--- src/chs_pkg.sv ---
// shared types and constants of the chained hash set
`timescale 1ns / 1ps
`default_nettype none

package chs_pkg;

   localparam int KEY_W    = 32;
   localparam int BUCKET_W = 4;
   localparam int DIGIT_W  = 4;
   localparam int DIGITS   = KEY_W / DIGIT_W;

   localparam logic OP_INSERT = 1'b0;
   localparam logic OP_SEARCH = 1'b1;

   typedef struct packed {
      logic             op;
      logic [KEY_W-1:0] key;
   } req_type;

   typedef struct packed {
      logic                found;
      logic [BUCKET_W-1:0] bucket;
      logic                pool_full;
   } rsp_type;

endpackage

`default_nettype wire

--- src/chs_if.sv ---
// request and response channel interfaces of the chained hash set
`timescale 1ns / 1ps
`default_nettype none

interface chs_req_if;
   logic             valid;
   logic             ready;
   chs_pkg::req_type data;

   modport source (output valid, output data, input ready);
   modport sink (input valid, input data, output ready);
endinterface

interface chs_rsp_if;
   logic             valid;
   logic             ready;
   chs_pkg::rsp_type data;

   modport source (output valid, output data, input ready);
   modport sink (input valid, input data, output ready);
endinterface

`default_nettype wire

--- src/chs_ram.sv ---
// generic single-port-write ram with registered read
`timescale 1ns / 1ps
`default_nettype none

module chs_ram #(
   parameter int WIDTH = 32,
   parameter int DEPTH = 64
) (
   input  wire logic                                        clock,
   input  wire logic                                        wr_en,
   input  wire logic [((DEPTH > 1) ? $clog2(DEPTH) : 1)-1:0] wr_addr,
   input  wire logic [WIDTH-1:0]                            wr_data,
   input  wire logic                                        rd_en,
   input  wire logic [((DEPTH > 1) ? $clog2(DEPTH) : 1)-1:0] rd_addr,
   output logic      [WIDTH-1:0]                            rd_data
);

   logic [WIDTH-1:0] mem_ff [DEPTH];
   logic [WIDTH-1:0] rd_data_ff;

   always_ff @(posedge clock) begin
      if (wr_en) begin
         mem_ff[wr_addr] <= wr_data;
      end
      if (rd_en) begin
         rd_data_ff <= mem_ff[rd_addr];
      end
   end

   assign rd_data = rd_data_ff;

endmodule

`default_nettype wire

--- src/chs_mod.sv ---
// iterative key modulo bucket count, one hex digit per cycle
`timescale 1ns / 1ps
`default_nettype none

module chs_mod #(
   parameter int BUCKETS = 15
) (
   input  wire logic                                            clock,
   input  wire logic                                            reset,
   input  wire logic                                            start,
   input  wire logic [chs_pkg::KEY_W-1:0]                       key,
   output logic                                                 done,
   output logic [((BUCKETS > 1) ? $clog2(BUCKETS) : 1)-1:0]     remainder
);

   import chs_pkg::*;

   localparam int RW    = (BUCKETS > 1) ? $clog2(BUCKETS) : 1;
   localparam int MW    = RW + DIGIT_W;
   localparam int CNT_W = (DIGITS > 1) ? $clog2(DIGITS) : 1;
   localparam int MAX_K = (1 << DIGIT_W) - 1;

   logic             run_ff, run_in;
   logic             done_ff, done_in;
   logic [CNT_W-1:0] cnt_ff, cnt_in;
   logic [KEY_W-1:0] key_ff, key_in;
   logic [RW-1:0]    rem_ff, rem_in;

   logic [MW-1:0]    partial;
   logic [MW-1:0]    sub;
   logic [MW-1:0]    diff;
   logic             last;

   // partial = rem * 16 + digit, then strip the largest multiple of BUCKETS
   always_comb begin
      partial = {rem_ff, key_ff[KEY_W-1 -: DIGIT_W]};
      sub     = '0;
      for (int k = 1; k <= MAX_K; k++) begin
         if (partial >= MW'(k * BUCKETS)) begin
            sub = MW'(k * BUCKETS);
         end
      end
      diff = partial - sub;
   end

   assign last = run_ff && (cnt_ff == CNT_W'(DIGITS - 1));

   always_comb begin
      run_in  = run_ff;
      done_in = 1'b0;
      cnt_in  = cnt_ff;
      key_in  = key_ff;
      rem_in  = rem_ff;
      if (start) begin
         run_in = 1'b1;
         cnt_in = '0;
         key_in = key;
         rem_in = '0;
      end else if (run_ff) begin
         rem_in = diff[RW-1:0];
         key_in = key_ff << DIGIT_W;
         cnt_in = cnt_ff + CNT_W'(1);
         if (last) begin
            run_in  = 1'b0;
            done_in = 1'b1;
         end
      end
   end

   always_ff @(posedge clock) begin
      if (reset) begin
         run_ff  <= 1'b0;
         done_ff <= 1'b0;
         cnt_ff  <= '0;
      end else begin
         run_ff  <= run_in;
         done_ff <= done_in;
         cnt_ff  <= cnt_in;
      end
      key_ff <= key_in;
      rem_ff <= rem_in;
   end

   assign done      = done_ff;
   assign remainder = rem_ff;

endmodule

`default_nettype wire

--- src/chained_hash_set.sv ---
// top level of the chained hash set with a fixed node pool
// Hash set of 32-bit unsigned keys with separate chaining. Each request is an
// insert (op 0) or a search (op 1) and gives exactly one response carrying the
// bucket (key mod BUCKETS, cut to 4 bits), found for a search, and pool_full
// for an insert refused because all POOL_NODES nodes are taken. Inserts link
// a new node at the head of the bucket chain; duplicate keys are kept. One
// request is worked at a time: ready is high only while the sequencer is idle.
// A request passes through these steps, and the next request is taken once
// the sequencer is idle again: the remainder unit folds one hex digit per
// cycle and registers done with the final remainder, the bucket head is then
// read from its ram, the node ram delivers one chain node per cycle during a
// search walk, and one state loads the response. The response sits in an
// output register, so the next request is taken while a response still waits;
// a response stall holds the block only while that register is still full at
// the load.
// No clearing pass is needed after reset: heads use valid bits, nodes a fill
// count.
`timescale 1ns / 1ps
`default_nettype none

module chained_hash_set #(
   parameter int BUCKETS    = 15,
   parameter int POOL_NODES = 64
) (
   input  wire logic  clock,
   input  wire logic  reset,
   chs_req_if.sink    req_chan,
   chs_rsp_if.source  rsp_chan
);

   import chs_pkg::*;

   // index and link widths; the null link is POOL_NODES itself
   localparam int RW  = (BUCKETS > 1) ? $clog2(BUCKETS) : 1;
   localparam int NW  = (POOL_NODES > 1) ? $clog2(POOL_NODES) : 1;
   localparam int LW  = $clog2(POOL_NODES + 1);
   localparam int NDW = KEY_W + LW;
   localparam logic [LW-1:0] NULL_LINK = LW'(POOL_NODES);

   // sequencer states
   localparam logic [2:0] S_IDLE  = 3'd0;
   localparam logic [2:0] S_MOD   = 3'd1;
   localparam logic [2:0] S_HEAD  = 3'd2;
   localparam logic [2:0] S_HEADW = 3'd3;
   localparam logic [2:0] S_WALK  = 3'd4;
   localparam logic [2:0] S_FIN   = 3'd5;

   logic [2:0]         state_ff, state_in;
   logic               op_ff, op_in;
   logic [KEY_W-1:0]   key_ff, key_in;
   logic [RW-1:0]      bucket_ff, bucket_in;
   logic               found_ff, found_in;
   logic               full_ff, full_in;
   logic [LW-1:0]      used_ff, used_in;
   logic [BUCKETS-1:0] head_valid_ff, head_valid_in;
   logic               rsp_valid_ff, rsp_valid_in;
   rsp_type            rsp_data_ff, rsp_data_in;

   logic               req_xfer;
   logic               rsp_load;
   logic               mod_done;
   logic [RW-1:0]      mod_rem;

   logic               head_rd_en;
   logic               head_wr_en;
   logic [LW-1:0]      head_rdata;
   logic [LW-1:0]      head_link;

   logic               node_rd_en;
   logic               node_wr_en;
   logic [NDW-1:0]     node_rdata;
   logic [KEY_W-1:0]   node_key;
   logic [LW-1:0]      node_link;
   logic [LW-1:0]      walk_link;

   assign req_chan.ready = (state_ff == S_IDLE);
   assign req_xfer       = req_chan.valid && req_chan.ready;

   // bucket remainder unit
   chs_mod #(
      .BUCKETS (BUCKETS)
   ) u_mod (
      .clock     (clock),
      .reset     (reset),
      .start     (req_xfer),
      .key       (req_chan.data.key),
      .done      (mod_done),
      .remainder (mod_rem)
   );

   // chain head per bucket; an entry without its valid bit is the null link
   chs_ram #(
      .WIDTH (LW),
      .DEPTH (BUCKETS)
   ) u_heads (
      .clock   (clock),
      .wr_en   (head_wr_en),
      .wr_addr (bucket_ff),
      .wr_data (used_ff),
      .rd_en   (head_rd_en),
      .rd_addr (bucket_ff),
      .rd_data (head_rdata)
   );

   // node pool: key and next link side by side
   chs_ram #(
      .WIDTH (NDW),
      .DEPTH (POOL_NODES)
   ) u_nodes (
      .clock   (clock),
      .wr_en   (node_wr_en),
      .wr_addr (used_ff[NW-1:0]),
      .wr_data ({key_ff, head_link}),
      .rd_en   (node_rd_en),
      .rd_addr (walk_link[NW-1:0]),
      .rd_data (node_rdata)
   );

   assign head_link = head_valid_ff[bucket_ff] ? head_rdata : NULL_LINK;
   assign node_key  = node_rdata[NDW-1 -: KEY_W];
   assign node_link = node_rdata[LW-1:0];

   // next node to fetch: the head right after the head read, else the link
   assign walk_link = (state_ff == S_HEADW) ? head_link : node_link;

   assign head_rd_en = (state_ff == S_HEAD);
   assign head_wr_en = (state_ff == S_HEADW) && (op_ff == OP_INSERT)
                       && (used_ff != NULL_LINK);
   assign node_wr_en = head_wr_en;

   // a node is fetched only if the link names a taken node
   always_comb begin
      node_rd_en = 1'b0;
      if ((state_ff == S_HEADW) && (op_ff == OP_SEARCH) && (head_link < used_ff)) begin
         node_rd_en = 1'b1;
      end else if ((state_ff == S_WALK) && (node_key != key_ff)
                   && (node_link < used_ff)) begin
         node_rd_en = 1'b1;
      end
   end

   // response register is free when empty or when its transfer goes now
   assign rsp_load = (state_ff == S_FIN) && (!rsp_valid_ff || rsp_chan.ready);

   always_comb begin
      state_in      = state_ff;
      op_in         = op_ff;
      key_in        = key_ff;
      bucket_in     = bucket_ff;
      found_in      = found_ff;
      full_in       = full_ff;
      used_in       = used_ff;
      head_valid_in = head_valid_ff;
      case (state_ff)
         S_IDLE: begin
            if (req_xfer) begin
               op_in    = req_chan.data.op;
               key_in   = req_chan.data.key;
               found_in = 1'b0;
               full_in  = 1'b0;
               state_in = S_MOD;
            end
         end
         S_MOD: begin
            if (mod_done) begin
               bucket_in = mod_rem;
               state_in  = S_HEAD;
            end
         end
         S_HEAD: begin
            state_in = S_HEADW;
         end
         S_HEADW: begin
            if (op_ff == OP_INSERT) begin
               if (used_ff == NULL_LINK) begin
                  full_in = 1'b1;
               end else begin
                  // new node becomes the head, old head its link
                  head_valid_in[bucket_ff] = 1'b1;
                  used_in = used_ff + LW'(1);
               end
               state_in = S_FIN;
            end else if (node_rd_en) begin
               state_in = S_WALK;
            end else begin
               state_in = S_FIN;
            end
         end
         S_WALK: begin
            if (node_key == key_ff) begin
               found_in = 1'b1;
               state_in = S_FIN;
            end else if (!node_rd_en) begin
               state_in = S_FIN;
            end
         end
         S_FIN: begin
            if (rsp_load) begin
               state_in = S_IDLE;
            end
         end
         default: begin
            state_in = S_IDLE;
         end
      endcase
   end

   always_comb begin
      rsp_valid_in = rsp_valid_ff;
      rsp_data_in  = rsp_data_ff;
      if (rsp_load) begin
         rsp_valid_in          = 1'b1;
         rsp_data_in.found     = found_ff;
         rsp_data_in.bucket    = BUCKET_W'(bucket_ff);
         rsp_data_in.pool_full = full_ff;
      end else if (rsp_chan.ready) begin
         rsp_valid_in = 1'b0;
      end
   end

   always_ff @(posedge clock) begin
      if (reset) begin
         state_ff      <= S_IDLE;
         used_ff       <= '0;
         head_valid_ff <= '0;
         rsp_valid_ff  <= 1'b0;
      end else begin
         state_ff      <= state_in;
         used_ff       <= used_in;
         head_valid_ff <= head_valid_in;
         rsp_valid_ff  <= rsp_valid_in;
      end
      op_ff       <= op_in;
      key_ff      <= key_in;
      bucket_ff   <= bucket_in;
      found_ff    <= found_in;
      full_ff     <= full_in;
      rsp_data_ff <= rsp_data_in;
   end

   assign rsp_chan.valid = rsp_valid_ff;
   assign rsp_chan.data  = rsp_data_ff;

   // fill count never passes the pool size
   a_used_bound: assert property (@(posedge clock) disable iff (reset)
      used_ff <= NULL_LINK)
      else $error("node fill count beyond pool size");

   // every insert write takes exactly one node
   a_used_step: assert property (@(posedge clock) disable iff (reset)
      node_wr_en |=> used_ff == $past(used_ff) + LW'(1))
      else $error("fill count not advanced by insert");

   // walk state always sees data of a read issued the cycle before
   a_walk_read: assert property (@(posedge clock) disable iff (reset)
      state_ff == S_WALK |-> $past(node_rd_en))
      else $error("chain walk without node read");

   // a refused insert never reports a hit
   a_full_nohit: assert property (@(posedge clock) disable iff (reset)
      rsp_chan.valid && rsp_chan.data.pool_full |-> !rsp_chan.data.found)
      else $error("pool full response flagged as found");

   // a request transfer starts the remainder unit
   a_accept_mod: assert property (@(posedge clock) disable iff (reset)
      req_xfer |=> state_ff == S_MOD)
      else $error("request transfer did not start bucket computation");

endmodule

`default_nettype wire
--- src/flat_wrapper.sv ---
// flat-port wrapper written by rule: the top's interface ports become plain ports
module chained_hash_set_flat import chs_pkg::*;
#(
   parameter int BUCKETS    = 15,
   parameter int POOL_NODES = 64
)
  (clock, reset, req_chan_valid, req_chan_data, req_chan_ready, rsp_chan_valid, rsp_chan_data, rsp_chan_ready);
  chs_req_if req_chan_i ();
  chs_rsp_if rsp_chan_i ();
  input  wire logic clock;
  input  wire logic reset;
  input wire logic [$bits(req_chan_i.valid)-1:0] req_chan_valid;
  input wire logic [$bits(req_chan_i.data)-1:0] req_chan_data;
  output wire logic [$bits(req_chan_i.ready)-1:0] req_chan_ready;
  output wire logic [$bits(rsp_chan_i.valid)-1:0] rsp_chan_valid;
  output wire logic [$bits(rsp_chan_i.data)-1:0] rsp_chan_data;
  input wire logic [$bits(rsp_chan_i.ready)-1:0] rsp_chan_ready;
  assign req_chan_i.valid = req_chan_valid;
  assign req_chan_i.data = req_chan_data;
  assign req_chan_ready = req_chan_i.ready;
  assign rsp_chan_valid = rsp_chan_i.valid;
  assign rsp_chan_data = rsp_chan_i.data;
  assign rsp_chan_i.ready = rsp_chan_ready;
  chained_hash_set #(.BUCKETS(BUCKETS), .POOL_NODES(POOL_NODES)) u_core (.clock(clock), .reset(reset), .req_chan(req_chan_i), .rsp_chan(rsp_chan_i));
endmodule
--- config.mk ---
export PLATFORM = sky130hd
export DESIGN_NAME = chained_hash_set_flat
export DESIGN_NICKNAME = d
export VERILOG_FILES = /design/src/chs_pkg.sv /design/src/chs_if.sv /design/src/chs_ram.sv /design/src/chs_mod.sv /design/src/chained_hash_set.sv /design/src/flat_wrapper.sv
export SDC_FILE = /design/constraint.sdc
export NUM_CORES = 2
export LEC_CHECK = 0
export BUFFER_PORTS_ARGS = -buffer_cell sky130_fd_sc_hd__buf_2
export CAP_MARGIN = 0
export CORE_MARGIN = 1.5
export CORE_UTILIZATION = 60
export CTS_CLUSTER_DIAMETER = 80
export CTS_CLUSTER_SIZE = 20
export DETAILED_ROUTE_END_ITERATION = 8
export MAX_ROUTING_LAYER = met4
export PLACE_DENSITY_LB_ADDON = 0.12
export SLEW_MARGIN = 20
export SYNTH_ARGS = -nofsm -noshare
export SYNTH_HDL_FRONTEND = slang
export SYNTH_SLANG_ARGS = --single-unit
--- constraint.sdc ---
create_clock -name clock -period 8.5 [get_ports clock]
set_clock_uncertainty 0.1 [all_clocks]
set_input_delay 1.7 -clock clock [delete_from_list [all_inputs] [get_ports clock]]
set_output_delay 1.7 -clock clock [all_outputs]
set_load 0.03 [all_outputs]
* Yosys cells after proc, flatten, opt, wreduce, memory -nomap -nowiden
Memory sizes are Yosys's and may differ from the RTL's. A register that Yosys moved wholly into a read port is not among the register bits.
Index checks and enable logic that the tools add are counted.
** Word-level totals
- Flip-flop bits (word level) :: 112
- RAM bits :: 2601
- Input bits :: 37
- Output and inout bits :: 8
- Logic and storage cells :: 134
- Memories kept :: 2
** Operators by class
- Add/subtract/negate cells :: 3
- $lt $le $gt $ge :: 19
- Equality and inequality tests :: 17
- Multiplexer cells :: 47
- Bitwise operators :: 4
- Reductions and logical operators :: 25
** Memory list
- u_core.u_nodes.mem_ff :: depth 64, bits a word 39, rd ports 1, clocked after memory_dff 1, wr ports 1, line chs_ram.sv:18 : logic [WIDTH-1:0] mem_ff [DEPTH];
- u_core.u_heads.mem_ff :: depth 15, bits a word 7, rd ports 1, clocked after memory_dff 1, wr ports 1, line chs_ram.sv:18
** Operator list (number)
- $mux 32 :: 2
- $mux 4 :: 15
- $ge 8x8->1 const B :: 7
- $eq 32x32->1 :: 1
- $ge 8x7->1 const B :: 4
- $ne 32x32->1 :: 1
- $mux 3 :: 6
- $pmux 3 s6 :: 1
- $mux 1 :: 17
- $ge 8x6->1 const B :: 2
- $or 15x15->15 :: 1
- $lt 7x7->1 :: 2
- $logic_and 1x1->1 :: 10
- $ne 2x2->1 const B :: 5
- $eq 3x3->1 const B :: 3
- $ge 8x4->1 const B :: 1
- $ge 8x5->1 const B :: 1
- $reduce_and 4->1 :: 2
- $reduce_bool 2->1 :: 4
- $add 7x1->7 const B :: 1
- $eq 7x7->1 const B :: 1
- $mux 7 :: 1
- $ne 7x7->1 const B :: 1
- $eq 3x2->1 const B :: 2
- 19 further kinds :: 24

* Longest topological paths before layout
- Depth after elaboration :: 17
- Gate-level depth with buffers :: 16
- Depth with buffers taken out :: 15

* Hierarchy
Synthesis repeated with hierarchy kept, for this count alone.
** Second synthesis, totals
- Cell total of the unflattened synthesis :: 4730
- Area total of the unflattened synthesis :: 105673.8 um2
** Modules (own cells, without submodules)
- chs_ram (u_core.u_nodes) :: instances 1, cells each 4059, area each 95743.1 um2, sequential area each 76123.0 um2
- chs_ram (u_core.u_heads) :: instances 1, cells each 207, area each 4366.7 um2, sequential area each 3363.2 um2
- chained_hash_set :: instances 1, cells each 279, area each 3384.5 um2, sequential area each 1871.8 um2
- chs_mod :: instances 1, cells each 185, area each 2179.6 um2, sequential area each 1141.1 um2

* Worst setup path after synthesis
Ideal clock, no wire load.
- Path kind :: register to register
- Start :: reg u_core.used_ff[3]
- End :: mem u_core.u_nodes.mem_ff[39][0] in the netlist's numbering (enable)
- Library setup time :: 0.534 ns
- Arrival :: 5.632 ns
- Required time :: 7.866 ns
- Setup slack :: 2.234 ns
- Stages on the path, launching flop included :: 8
- Buffers on the path :: 1
- Clock period less this slack :: 6.266 ns
- Cells stage by stage :: dfxtp_1 clkbuf_1 clkinv_1 nand3_1 nor3_1 nor3_1 nand4_1 nor4_1
** Between the ends
- Word-level cells in the longest chain between the ends :: 4
** RTL lines
- start, declared :: line chained_hash_set.sv:54 : logic [LW-1:0] used_ff, used_in;
- start signal, assigned :: line chained_hash_set.sv:229 : used_ff <= used_in;
- $ne 7x7->1 :: line chained_hash_set.sv:128 : && (used_ff != NULL_LINK);
- $logic_and 1x1->1 :: line chained_hash_set.sv:128
- $mux 1 :: line chs_ram.sv:22 : if (wr_en) begin
- $mux 1 (implied by the code) :: line chs_ram.sv:23 : mem_ff[wr_addr] <= wr_data;
- end, declared :: line chs_ram.sv:18
Parallel ways exist; a longest one is shown, timed or not.

* Worst setup path after layout
- Start :: reg u_core.used_ff[4]
- End :: mem u_core.u_nodes.mem_ff[62][19] in the netlist's numbering (enable)
Same word-level chain as after synthesis.

==> metrics.md <==
| Metric | Value |
|---|---|
| Status | finished clean |
| Htree depth | 4 |
| WHS | 0.352 ns |
| Chip Height | 434 um |
| Vias in the first global route | 62656 |
| Max cap viols | 0 |
| Top cells by area, synth | edfxtp_1, mux2i_1, o22ai_1 |
| Final instance area | 0.120 mm^2 |
| Wirelength per Cell | 33.5 um |
| Drt total wl | 315 mm |
| Dpl cell area | 0.116 mm^2 |
| Average size of a mapped cell | 16.0 um^2 |
| CP Buf/Inv Count | 2 |
| Fin nets | 6927 |
| Pwr dens | 194 mW/mm^2 |
| Fraction of layout cells with a size suffix above 1 | 9.19% |
| Final setup margin | 2.20 ns |
| Cell Area, Synth | 0.112 mm^2 |
| Critical Path Most Common Cell | nand3_1 |
| CTS tree | yes |
| RSZ-0062 raised after global routing | no |
| Post-route minimum period | 6.30 ns |
| Final Non-Filler Cells | 9393 |
| Max VDD drop | 0.185 mV |
| Syn. warnings | 0 |
| CTS buffer count | 156 |
| DR iter-0 viols | 10257 |
| Setup-failing EPs final | 0 |
| Leak pwr | 39.4 nW |
| GR Util All Layers | 34.2% |
| Most common cell after layout, fill and taps aside | edfxtp_1 |
| Seq pwr share | 64.9% |
| Post-synth top flop | edfxtp_1 |
| Setup bufs post-CTS | 0 |
| Setup TNS | 0 ns |
| Gate power share | 2.1% |
| Period utilization | 74.1% |
| Cells along the critical path | clkinv_1, nand3_1, nor3_1, or3_1, nor2_1, nand3_1, nor2_4, buf_4 |
| Die ar. | 0.189 mm^2 |
| Filler instances | 12784 |
| Port Buffers | 44 |
| DRC Markers | 0 |
| Peak Freq | 159 MHz |
| CTS Sinks | 2759 |
| Yosys cell types | 71 |
| Core box area | 0.185 mm^2 |
| Post-synth EDFFs | 2724 |
| Sw Ratio | 19.8% |
| Startpoint Class | flop |
| CTS Root Cell | clkbuf_16 |
| Largest net degree at the start of global routing | 160 |
| Register area share after synthesis | 73.9% |
| Ports | 45 |
| Die width | 434 um |
| Measured slew at the worst slew-check pin | 1.23 ns |
| Clock power frac | 33.0% |
| Vias per cell | 7.06 |
| Met2 WL | 145 mm |
| Placed cells | 9192 |
| GPL Wtd Cong | 0.877 |
| Resize count post-CTS | 0 |
| Worst Hold Class | reg -> reg |
| Slowest library cell on the worst path | nor2_4 |
| Endpoints failing hold | 0 |
| Pre-CTS setup slack | 2.33 ns |
| Initial Utilization | 60.3% |
| Layout area overhead | 7.31% |
| Number of antenna violations at the first check in global routing | 9 |
| Total grt overflow | 0 |
| CTS clk-pin slew, worst paths | 0.08 ns |
| Crit path largest cell delay | 1.11 ns |
| Max-Slew Margin vs Limit | 17.0% |
| Max Fanout on Critical Path | 22 |
| Syn Nets | 7041 |
| Synth top area share | 73.3% |
| Hold buffers post-CTS | 0 |
| Post-route ant nets | 0 |
| Slew Viols, Final | 0 |
| Internal power | 18.6 mW |
| Row count | 158 |
| Routed length on met3 | 35.8 mm |
| Cell count after synthesis | 6984 |
| Net Sw Power | 4.60 mW |
| Setup Crit Path Kind | reg -> reg |
| Via Count | 66340 |
| Endpoint class of the critical path | flop |
| Clock latency on the worst-skew pair | 0.84 ns |
| Drt pass-1 iters | 8 |
| Clock Tree Buf Depth | 3 |
| Commonest cells after routing, fill and taps aside | edfxtp_1, mux2i_1, nand3_1, o22ai_1, o31ai_1 |
| Crit path arrival time | 6.67 ns |
| Highest routed metal layer | met4 |
| DPL Wire Length | 168 mm |
| FFs w/ async S/R, synth | 0% |
| Largest area contributor in the netlist | edfxtp_1 |
| CP delay by family, top | simple AND/OR/NAND/NOR gates |
| Required arrival time at the worst endpoint | 8.87 ns |
| Synth Register Bits | 2759 |
| DRT met1 WL | 122 mm |
| Global-route wire length before repair | 447 mm |
[cells by family (layout without fill, tap and decap cells)]
family                   count (synthesis)  in the layout  share of synthesized area [%]
flip-flops                            2759           2759                           73.9
AND/OR/NAND/NOR                       1014           1014                           4.23
AO/OA/AOI/OAI                         1486           1486                           8.90
multiplexers                          1088           1088                           10.1
buffers and inverters                  575            498                           2.30
other                                    0              6                              0
XOR/XNOR                                41             41                          0.322
adder cells (fa/ha/maj)                 21             21                          0.240
[area by class of cell]
class	count	area [um^2]	area share (%)
inverters	19	78.8	0.0658
multi-input cells	3650	27400	22.8
well taps	2480	3100	2.59
clock inverters	12	153	0.127
repair buffers	284	2480	2.07
diodes	6	15.0	0.0125
clock buffers	183	4130	3.45
flip-flops and latches	2759	82500	68.8
[power groups by stage]
stage                     sequential [mW]  clock (mW)  combinational (mW)
after CTS                            15.0        7.71               0.487
after detailed placement             15.4           0               0.486
after floorplan                      15.4           0               0.212
after global placement               15.4           0               0.462
final                                15.0        7.66               0.497
after global routing                 15.1        8.15               0.538
[metal layers]
layer	GRT usage [%]	up-vias
met2	50.9	4224
met3	6.23	707
met1	47.8	33737
li1	-	27672
met5	-	-
met4	12.2	0
[stage by stage]
step | power (mW) | utilization (%)
finish | 23.2 | 64.7
global route | 23.7 | 64.7
CTS | 23.2 | 64.7
detailed placement | 15.8 | 62.4
global placement | 15.8 | 62.3
floorplan | 15.6 | -
[flip-flops by register name, summed over array words and instances, names as in the netlist]
signal                  count
u_core.u_mod.remainder      4
u_core.u_mod.run_ff         1
u_core.u_nodes.rd_data     39
u_core.key_ff              32
u_core.op_ff                1
u_core.u_heads.mem_ff     105
u_core.u_heads.rd_data      7
u_core.rsp_chan.valid       1
u_core.head_valid_ff       15
u_core.u_mod.key_ff        32
u_core.state_ff             3
u_core.bucket_ff            4
u_core.full_ff              1
u_core.u_mod.cnt_ff         3
u_core.found_ff             1
u_core.u_nodes.mem_ff    2496
u_core.rsp_chan.data        6
u_core.used_ff              7
u_core.u_mod.done           1
[synth_stat cells (11+ instances only)]
master,number
nand3_1,484
nor4_1,48
dfxtp_1,35
nor3_1,23
mux2i_1,1026
o41ai_1,39
buf_2,130
inv_1,15
mux2_2,30
clkbuf_1,331
a21oi_1,255
o22ai_1,468
nand2_1,272
o2111ai_1,117
buf_4,43
nor2_1,134
xor2_1,33
o31ai_1,314
ha_1,19
buf_1,41
mux4_2,30
o211ai_1,158
o21ai_0,98
edfxtp_1,2724
buf_6,11
[final timing paths]
kind	slack, ns	start	end	cells past startpoint
worst min register to register	0.35	u_core.full_ff	u_core.rsp_chan.data[0]	0
worst max register to register	2.20	u_core.used_ff[4]	u_core.u_nodes.mem_ff[62][19]	8
worst max-delay path	2.20	u_core.used_ff[4]	u_core.u_nodes.mem_ff[62][19]	8
worst min-delay path	0.35	u_core.full_ff	u_core.rsp_chan.data[0]	0
Power figures use the tool's default switching activity.
